===== src/sv/chm_pkg.sv =====
// Shared types and constants of the contactor heartbeat monitor.
`default_nettype none
package chm_pkg;

  localparam int BEAT_W      = 16;
  localparam int TICK_W      = 32;
  localparam int FAIL_W      = 8;
  localparam int TRIP_W      = 4;
  localparam int BEAT_INPUTS = 4;
  localparam int CFG_IDX_W   = 1;
  localparam int CFG_DATA_W  = 32;

  localparam logic [BEAT_W-1:0] BEAT_TOP = 16'hFFFF;
  localparam logic [FAIL_W-1:0] FAIL_TOP = 8'hFF;

  typedef enum logic [CFG_IDX_W-1:0] {
    REG_TIMEOUT   = 1'b0,
    REG_MAX_FAILS = 1'b1
  } cfg_reg_t;

  typedef enum logic {
    OP_SCAN  = 1'b0,
    OP_CLEAR = 1'b1
  } op_t;

  // Outcome of one channel check: limit exceeded, and the channel's state if it is processed.
  typedef struct packed {
    logic              over;
    logic [BEAT_W-1:0] beat;
    logic [TICK_W-1:0] tick;
    logic [FAIL_W-1:0] fail;
  } lane_res_t;

endpackage
`default_nettype wire


===== src/sv/contactor_heartbeat_monitor_unit.sv =====
// Top level of the contactor heartbeat monitor: word registers, channel lanes, state and merge.
//
// Watches the heartbeat counters of CHANNELS controllers (four beat inputs; channels past
// the fourth read a beat of zero). Each input word is either a scan (op 0) or a clear
// (op 1). A scan checks channels from 0 upward: a channel whose fail count exceeds
// max_fails sets its sticky trip bit (channels 0 to 3 only), raises dead and ends the scan,
// leaving later channels untouched. Otherwise a stored beat of 65535 wraps to 0, a beat
// that has not risen past the stored one adds a failure (saturating at 255) once the
// wrapping tick difference exceeds timeout_ticks, and a rising beat stores the beat and
// tick and clears the fail count. A clear zeroes stored beats, ticks and trips but keeps
// the fail counts, and returns dead 0 and trip_mask 0. Every input word gives exactly one
// result word. Timing: a word is captured in the input register, checked by all channel
// lanes in parallel with a priority merge while it is held there, and its result is
// held in the output register; one word is taken every cycle while the output side
// keeps up. The input register advances whenever the output register is empty or
// being drained. Configuration registers (timeout_ticks at index 0, max_fails at
// index 1) are written through cfg_we with no wait and reset to 100 and 3.
`default_nettype none
module contactor_heartbeat_monitor_unit #(
  parameter int CHANNELS = 4
) (
  input  wire logic                            clk,
  input  wire logic                            rst,
  // configuration
  input  wire logic                            cfg_we,
  input  wire logic [chm_pkg::CFG_IDX_W-1:0]   cfg_index,
  input  wire logic [chm_pkg::CFG_DATA_W-1:0]  cfg_data,
  // input words
  input  wire logic                            in_valid,
  output logic                                 in_ready,
  input  wire logic                            op,
  input  wire logic [chm_pkg::BEAT_W-1:0]      beat_lv,
  input  wire logic [chm_pkg::BEAT_W-1:0]      beat_motor,
  input  wire logic [chm_pkg::BEAT_W-1:0]      beat_array,
  input  wire logic [chm_pkg::BEAT_W-1:0]      beat_charge,
  input  wire logic [chm_pkg::TICK_W-1:0]      now_tick,
  // result words
  output logic                                 out_valid,
  input  wire logic                            out_ready,
  output logic                                 dead,
  output logic [chm_pkg::TRIP_W-1:0]           trip_mask
);
  import chm_pkg::*;

  // Configuration registers
  logic [TICK_W-1:0] timeout_ticks;
  logic [FAIL_W-1:0] max_fails;

  always_ff @(posedge clk) begin
    if (rst) begin
      timeout_ticks <= TICK_W'(100);
      max_fails     <= FAIL_W'(3);
    end else if (cfg_we) begin
      unique case (cfg_reg_t'(cfg_index))
        REG_TIMEOUT:   timeout_ticks <= cfg_data[TICK_W-1:0];
        REG_MAX_FAILS: max_fails     <= cfg_data[FAIL_W-1:0];
        default: ;
      endcase
    end
  end

  // Input register
  logic              s1_valid;
  logic              s1_op;
  logic [BEAT_W-1:0] s1_beat [BEAT_INPUTS];
  logic [TICK_W-1:0] s1_now;
  logic              proc;

  // Process the held word when the output register can take its result.
  assign proc     = s1_valid && (!out_valid || out_ready);
  assign in_ready = !s1_valid || proc;

  always_ff @(posedge clk) begin
    if (rst) begin
      s1_valid <= 1'b0;
    end else if (in_ready) begin
      s1_valid <= in_valid;
    end
  end

  always_ff @(posedge clk) begin
    if (in_ready && in_valid) begin
      s1_op      <= op;
      s1_beat[0] <= beat_lv;
      s1_beat[1] <= beat_motor;
      s1_beat[2] <= beat_array;
      s1_beat[3] <= beat_charge;
      s1_now     <= now_tick;
    end
  end

  // Channel state
  logic [BEAT_W-1:0] last_beat  [CHANNELS];
  logic [TICK_W-1:0] last_tick  [CHANNELS];
  logic [FAIL_W-1:0] fail_count [CHANNELS];
  logic [TRIP_W-1:0] trips;

  logic [BEAT_W-1:0] last_beat_next  [CHANNELS];
  logic [TICK_W-1:0] last_tick_next  [CHANNELS];
  logic [FAIL_W-1:0] fail_count_next [CHANNELS];
  logic [TRIP_W-1:0] trips_next;
  logic              dead_next;

  lane_res_t lane [CHANNELS];

  // One lane per channel; channels with no beat input see zero.
  for (genvar g = 0; g < CHANNELS; g++) begin : g_lane
    logic [BEAT_W-1:0] lane_beat;
    if (g < BEAT_INPUTS) begin : g_beat
      assign lane_beat = s1_beat[g];
    end else begin : g_zero
      assign lane_beat = '0;
    end

    chm_lane u_lane (
      .last_beat     (last_beat[g]),
      .last_tick     (last_tick[g]),
      .fail_count    (fail_count[g]),
      .beat          (lane_beat),
      .now_tick      (s1_now),
      .timeout_ticks (timeout_ticks),
      .max_fails     (max_fails),
      .res           (lane[g])
    );
  end

  // Priority merge: the first channel over its limit ends the scan.
  always_comb begin
    logic blocked;
    blocked    = 1'b0;
    dead_next  = 1'b0;
    trips_next = trips;
    for (int i = 0; i < CHANNELS; i++) begin
      last_beat_next[i]  = last_beat[i];
      last_tick_next[i]  = last_tick[i];
      fail_count_next[i] = fail_count[i];
      if (s1_op == OP_CLEAR) begin
        last_beat_next[i] = '0;
        last_tick_next[i] = '0;
      end else if (!blocked) begin
        if (lane[i].over) begin
          blocked   = 1'b1;
          dead_next = 1'b1;
          if (i < TRIP_W) begin
            trips_next[i[$clog2(TRIP_W)-1:0]] = 1'b1;
          end
        end else begin
          last_beat_next[i]  = lane[i].beat;
          last_tick_next[i]  = lane[i].tick;
          fail_count_next[i] = lane[i].fail;
        end
      end
    end
    if (s1_op == OP_CLEAR) begin
      trips_next = '0;
      dead_next  = 1'b0;
    end
  end

  always_ff @(posedge clk) begin
    if (rst) begin
      for (int i = 0; i < CHANNELS; i++) begin
        last_beat[i]  <= '0;
        last_tick[i]  <= '0;
        fail_count[i] <= '0;
      end
      trips <= '0;
    end else if (proc) begin
      for (int i = 0; i < CHANNELS; i++) begin
        last_beat[i]  <= last_beat_next[i];
        last_tick[i]  <= last_tick_next[i];
        fail_count[i] <= fail_count_next[i];
      end
      trips <= trips_next;
    end
  end

  // Output register: hold the result until taken.
  always_ff @(posedge clk) begin
    if (rst) begin
      out_valid <= 1'b0;
    end else if (proc) begin
      out_valid <= 1'b1;
    end else if (out_ready) begin
      out_valid <= 1'b0;
    end
  end

  always_ff @(posedge clk) begin
    if (proc) begin
      dead      <= dead_next;
      trip_mask <= trips_next;
    end
  end

  // Checks
  a_clear_zeroes_trips: assert property (@(posedge clk) disable iff (rst)
    proc && (s1_op == OP_CLEAR) |=> (trips == '0) && out_valid && !dead && (trip_mask == '0))
    else $error("clear word left trips or a dead result");

  a_trips_sticky: assert property (@(posedge clk) disable iff (rst)
    proc && (s1_op == OP_SCAN) |=> ((trips & $past(trips)) == $past(trips)))
    else $error("scan dropped a sticky trip bit");

  a_mask_matches_state: assert property (@(posedge clk) disable iff (rst)
    proc |=> out_valid && (trip_mask == trips))
    else $error("result trip mask differs from stored trips");

  a_no_overrun: assert property (@(posedge clk) disable iff (rst)
    out_valid && !out_ready |-> !proc)
    else $error("result overwritten while stalled");

endmodule
`default_nettype wire


===== src/sv/chm_lane.sv =====
// One channel check: fail-limit test, stored value wrap, timeout count and update.
`default_nettype none
module chm_lane (
  input  wire logic [chm_pkg::BEAT_W-1:0] last_beat,
  input  wire logic [chm_pkg::TICK_W-1:0] last_tick,
  input  wire logic [chm_pkg::FAIL_W-1:0] fail_count,
  input  wire logic [chm_pkg::BEAT_W-1:0] beat,
  input  wire logic [chm_pkg::TICK_W-1:0] now_tick,
  input  wire logic [chm_pkg::TICK_W-1:0] timeout_ticks,
  input  wire logic [chm_pkg::FAIL_W-1:0] max_fails,
  output chm_pkg::lane_res_t              res
);
  import chm_pkg::*;

  logic [BEAT_W-1:0] base;
  logic [TICK_W-1:0] elapsed;

  // Wrap a stored value at the top back to zero.
  assign base    = (last_beat == BEAT_TOP) ? '0 : last_beat;
  assign elapsed = now_tick - last_tick;

  always_comb begin
    res.over = (fail_count > max_fails);
    res.beat = base;
    res.tick = last_tick;
    res.fail = fail_count;
    if (base >= beat) begin
      if ((elapsed > timeout_ticks) && (fail_count != FAIL_TOP)) begin
        res.fail = fail_count + FAIL_W'(1);
      end
    end else begin
      res.beat = beat;
      res.tick = now_tick;
      res.fail = '0;
    end
  end

endmodule
`default_nettype wire

===== config.mk =====
export PLATFORM = sky130hd
export DESIGN_NAME = contactor_heartbeat_monitor_unit
export DESIGN_NICKNAME = d
export VERILOG_FILES = /design/src/sv/chm_pkg.sv /design/src/sv/contactor_heartbeat_monitor_unit.sv /design/src/sv/chm_lane.sv
export SDC_FILE = /design/constraint.sdc
export NUM_CORES = 1
export LEC_CHECK = 0
export BUFFER_PORTS_ARGS = -buffer_cell sky130_fd_sc_hd__clkbuf_2
export CAP_MARGIN = 30
export CORE_MARGIN = 2
export CORE_UTILIZATION = 67
export CTS_CLUSTER_SIZE = 16
export DETAILED_ROUTE_END_ITERATION = 12
export GPL_ROUTABILITY_DRIVEN = 0
export GPL_TIMING_DRIVEN = 0
export PLACE_DENSITY = 0.95
export SYNTH_ARGS = -nofsm -noshare
export SYNTH_HDL_FRONTEND = slang
export SYNTH_SLANG_ARGS = --single-unit

===== constraint.sdc =====
create_clock -name clk -period 15 [get_ports clk]
set_input_delay 3 -clock clk [delete_from_list [all_inputs] [get_ports clk]]
set_output_delay 3 -clock clk [all_outputs]
set_load 0.05 [all_outputs]

# After elaboration in Yosys (flattened, before gate mapping)
# Memories as Yosys holds them, arrays and structs flattened.
# Index checks and enable logic that the tools add are counted.
word_totals:
  reg_bits: 84
  latchBits: 0
  mem_bits_rw: 288
  romBits: 0
  input_bits: 135
  output_inout_bits: 7
  elab_cells: 159
  n_memories: 4
classes:
  add_sub_neg: 8
  multipliers: 0
  n_div: 0
  order_cmp: 12
  eq_ne: 8
  shifts: 0
  mux: 92
  bitwise: 13
  reduce_logical: 13
mem_list:
  columns: ["name", "depth", "word_bits", "read_ports", "rd_ports_with_merged_regs", "write_ports", "line_no", "text"]
  rows:
  - ["last_tick", 4, 32, 4, 0, 4, "contactor_heartbeat_monitor_unit.sv:94", "logic [TICK_W-1:0] last_tick [CHANNELS];"]
  - ["last_beat", 4, 16, 4, 0, 4, "contactor_heartbeat_monitor_unit.sv:93", "logic [BEAT_W-1:0] last_beat [CHANNELS];"]
  - ["s1_beat", 4, 16, 4, 0, 4, "contactor_heartbeat_monitor_unit.sv:65", "logic [BEAT_W-1:0] s1_beat [BEAT_INPUTS];"]
  - ["fail_count", 4, 8, 4, 0, 4, "contactor_heartbeat_monitor_unit.sv:95", "logic [FAIL_W-1:0] fail_count [CHANNELS];"]
op_table:
  columns: ["operator", "n"]
  rows:
  - ["two-way mux 32 bit", 15]
  - ["two-way mux 16 bit", 19]
  - ["two-way mux 48 bit", 4]
  - ["two-way mux 8 bit", 23]
  - ["greater-than comparator 32 bit", 4]
  - ["subtractor 32 bit", 4]
  - ["equality test 16 bit (second input constant)", 4]
  - [">= comparator 16 bit", 4]
  - ["adder 8 x 1 -> 8 bit (second input constant)", 4]
  - ["greater-than comparator 8 bit", 4]
  - ["!= test 8 bit (second input constant)", 4]
  - ["two-way mux 1 bit", 30]
  - ["bitwise OR 1 bit", 12]
  - ["logical AND 1 bit", 6]
  - ["two-way mux 4 bit", 1]
  - ["AND reduction 2 bit", 2]
  - ["logical NOT 1 bit", 2]
  - ["logical OR 1 bit", 2]
  - ["nonzero test 2 bit", 1]
  - ["NOT 1 bit", 1]

# Longest topological paths before layout
depth:
  ltp_word: 10
  ltp_mapped: 23
  ltp_nobuf: 23

# Modules after synthesis
# From an unflattened synthesis, not the netlist that was laid out.
unflattened:
  hier_cells: 3147
  hier_area_um2: 29344.4
modules_own_cells:
  columns: ["module", "n_inst", "cells_per_inst", "area_each_um2", "seq_area_each_um2"]
  rows:
  - ["contactor_heartbeat_monitor_unit", 1, 807, 13112.6, 10710.3]
  - ["chm_lane at g_lane[1].u_lane ...", 2, 573, 4023.9, 0.0]
  - ["chm_lane at g_lane[3].u_lane", 1, 594, 4111.4, 0.0]
  - ["chm_lane at g_lane[0].u_lane", 1, 600, 4072.7, 0.0]

# Least setup slack after synthesis
# Ideal clock, no wire load.
synth_path:
  kind: "input to register"
  startpoint: "in out_ready"
  endpoint: "mem last_tick[0][0] (enable)"
  arrival_time_ns: 6.727
  t_required_ns: 14.530
  setup_slack_ns: 7.803
  stages: 5
  path_buffers: 1
  cell_sequence: "nor2b_1 > nand2b_1 > clkbuf_1 > o21bai_1 > a21boi_0"
synth_rtl:
  columns: ["element", "line_no", "text"]
  rows:
  - ["from (decl)", "contactor_heartbeat_monitor_unit.sv:39", "input wire logic out_ready,"]
  - ["to (decl)", "contactor_heartbeat_monitor_unit.sv:94", null]

==> flow_metrics.py <==
metrics = {
    "clocking": {
        "clk_latency_ns": 0.61,
        "clock_path_buffers": 3,
        "cts-root-buf": "clkbuf_16",
        "cts_max_level": 2,
        "cts_buffers": 41,
        "cts_hold_buf": 0,
        "cts_tree": "built",
        "clock_sinks": 372,
        "post_cts_resized": 0,
        "post-cts-setup-buffers": 0,
        "clk_pin_slew_worst_paths_ns": 0.06,
    },
    "synth": {
        "synth_edf_count": 326,
        "ys_ff_latch": 372,
        "synth_nets": 3219,
        "synthCells": 2728,
        "ys.flop_type": "edfxtp_1",
        "ys_seq_area_share_pct": 41.4,
        "async_reset_ff_share_pct": 0,
        "syn_area_um2": 25800,
        "synth.distinct_cells": 68,
        "yosysWarningCount": 0,
        "synth.avg_cell_area_um2": 9.47,
    },
    "timing": {
        "finClkSkew_ns": 0.0209,
        "hold_viol_final": 0,
        "worst_slack_ns": 7.73,
        "relSlewSlack_pct": 24.8,
        "slew_viol_final": 0,
        "finalCritPeriodShare_pct": 48.5,
        "rsz0062_at_grt": "false",
        "fmax_ghz": 0.137,
        "worst_pin_slew_ns": 1.12,
        "setup_violations": 0,
        "tns_ns": 0,
        "period_needed_ns": 7.27,
    },
    "worst_hold_path": {
        "hp-start": "timeout_ticks[20]$_SDFFE_PP0P_",
        "min_path_type": "reg -> reg",
    },
    "setup_path": {
        "timing.critical_path.from": "s1_now[1]$_DFFE_PP_",
        "timing.critical_path.arrival_ns": 7.51,
        "critPathSlowestCell": "o21ai_0",
        "cp_num_buf_inv": 0,
        "required_ns": 15.23,
        "path_cells": "ha_1 > nor2b_1 > o21ai_0 > a21boi_0 > o21ai_0 > a21oi_1 > o21ai_0 > o21bai_1 > a21boi_0 > xnor2_1 > ha_1 > a21o_1 > a21o_1 > a21o_1 > a21o_1 > a21oi_1 > o21ai_0 > a21oi_1 > a311o_1 > a31oi_1",
        "critPathMaxStageDelay_ns": 0.94,
        "path_delay_family": "compound AO/OA/AOI/OAI gates",
        "worstSetupStartpointType": "flip-flop",
        "crit_type": "reg -> reg",
        "reg2reg_from": "s1_now[1]$_DFFE_PP_",
        "cp_max_fo": 9,
        "critPathCaptureType": "flip-flop",
    },
    "final_layout": {
        "most-common-layout-cells": "ha_1, edfxtp_1, nand2_1",
        "syn_to_final_growth_pct": 11.3,
        "fin_nets": 3410,
        "drive_above_1_share_pct": 8.10,
        "layout_commonest_cell": "ha_1",
    },
    "global_route": {
        "grtUsageTotal_pct": 37.0,
        "use_met2_pct": 60.2,
        "busiest_layer": "met2",
        "first_global_vias": 23200,
        "antenna_found_initial": 7,
        "grt_pass1_wl_mm": 119,
        "gr-total-overflow": 0,
        "met3_usage_pct": 8.64,
        "use_met1_pct": 44.2,
        "grt_max_degree": 55,
    },
    "place": {
        "portBuffers": 140,
        "dp_slack_ns": 8.23,
        "dp_hpwl_mm": 54.3,
    },
    "pwr": {
        "powerDensity_nw_per_um2": 111,
        "power_leakage_uw": 0.0125,
        "peakVddDrop_uv": 107,
    },
    "routing": {
        "route.detailed.drc": 0,
        "wire_per_inst_um": 21.8,
        "first_pass_iters": 7,
        "vias_per_cell": 6.64,
        "first_iter_violations": 2994,
        "vias": 23000,
        "ant_nets": 0,
        "drt-total-wl_mm": 75.5,
    },
    "outcome": {
        "outcome": "completed",
    },
    "run": {
        "max_cap_viol_count": 0,
    },
    "die": {
        "die_x_um": 200,
        "die-area_um2": 40200,
        "num_rows": 71,
        "core_area_um2": 37800,
        "fp.dieH_um": 200,
        "ioPinCount": 142,
        "initial_core_util_pct": 68.3,
    },
}
==> layout make-up <==
cell class	count	area, um^2
Multi-Input combinational cell	2031	13900
Sequential cell	372	10700
Fill cell	2321	9080
Clock buffer	55	1160
Inverter	259	972
Timing Repair Buffer	148	852
Tap cell	511	639
Buffer	66	255
Clock inverter	20	208
Antenna cell	5	12.5
==> report_power, final <==
group / switching (uW) / leakage, uW / internal, uW
Sequential: 44.9 / 0.00372 / 1200
Clock: 457 / 0.000668 / 601
Combinational: 546 / 0.00812 / 355
==> worst paths after layout <==
| path | endpoint | slack [ns] | cells past startpoint |
|---|---|---|---|
| worst min register to register | timeout_ticks[20]$_SDFFE_PP0P_ | 0.46 | 2 |
| worst min-delay path | timeout_ticks[20]$_SDFFE_PP0P_ | 0.46 | 2 |
| worst max-delay path | fail_count[2][6]$_SDFFCE_PN0P_ | 7.73 | 20 |
| worst max register to register | fail_count[2][6]$_SDFFCE_PN0P_ | 7.73 | 20 |
==> cell families (layout without fill, tap and decap cells) <==
family,Yosys count,count (layout),share of synthesized area [%]
xor gates and xnor gates,134,134,4.54
other,0,5,0
AOI/OAI and AO/OA,648,648,15.7
adders and majority gates,356,356,17.4
and+or+nand+nor,892,892,16.2
muxes,1,1,0.0387
DFF,372,372,41.4
buffers and inverters,325,548,4.75
==> worst min-delay path: stages (launching register included) <==
cell,delay [ns]
dfxtp_1,0.31
nand2_1,0.05
a21oi_1,0.05
==> registers in the layout, indices dropped and copies added, names as in the netlist <==
register,count
last_tick,128
trips,4
max_fails,8
s1_op,1
last_beat,64
fail_count,32
timeout_ticks,32
dead,1
trip_mask,4
out_valid,1
s1_beat,64
s1_valid,1
s1_now,32
==> stage by stage <==
stage                     cells  utilization [%]  hold WS, ns  total power, uW  instance area [um^2]
after CTS                  3460             75.9        0.457             3160                 28700
after detailed placement   3385             72.3        0.448             2110                 27400
after floorplan            2728                -        0.436             1850                 25800
after global routing       3465             76.0        0.476             3320                 28800
after global placement     3379             71.8        0.443             2030                 27200
final                      3467             76.0        0.460             3200                 28800
==> synth_stat cells, types with 3 or more instances <==
cell type	number	area [um^2]
a21boi_0	6	45.0
nor2_1	257	965
or3_1	5	31.3
a311oi_1	3	26.3
xnor2_1	91	797
nor4_1	9	56.3
o21ai_1	6	30.0
nand3_1	54	270
nand2_1	272	1020
nor2b_1	58	363
inv_1	258	968
fa_1	4	80.1
a211oi_1	12	90.1
o31ai_1	6	45.0
edfxtp_1	326	9790
a21o_1	115	863
and4_1	6	52.6
a211o_1	5	43.8
nand4_1	71	444
o21bai_1	19	143
a221oi_1	4	35.0
o211ai_1	12	90.1
nand3b_1	4	30.0
dfxtp_1	46	921
and3_1	27	169
clkbuf_1	63	236
a21oi_1	267	1340
a311o_1	4	40.0
o2111ai_1	4	35.0
o21ai_0	95	475
and2_1	50	313
a2111oi_0	7	61.3
or2_2	3	18.8
or4_1	5	37.5
nand2b_1	38	238
ha_1	352	4400
xor2_1	43	377
o31a_1	4	35.0
a211oi_2	3	37.5
o21a_1	33	248
a31o_2	5	43.8
nor3_1	30	150
a31oi_1	13	81.3
==> routing by layer <==
layer | vias to the layer above | wire length [um] | share of wire [%]
met5 | - | 10 | 0.013
met2 | 1724 | 34400 | 46
li1 | 10100 | - | -
met1 | 10600 | 26000 | 34
met4 | 2 | 5850 | 7.7
met3 | 511 | 9270 | 12
Power figures use the tool's default switching activity.
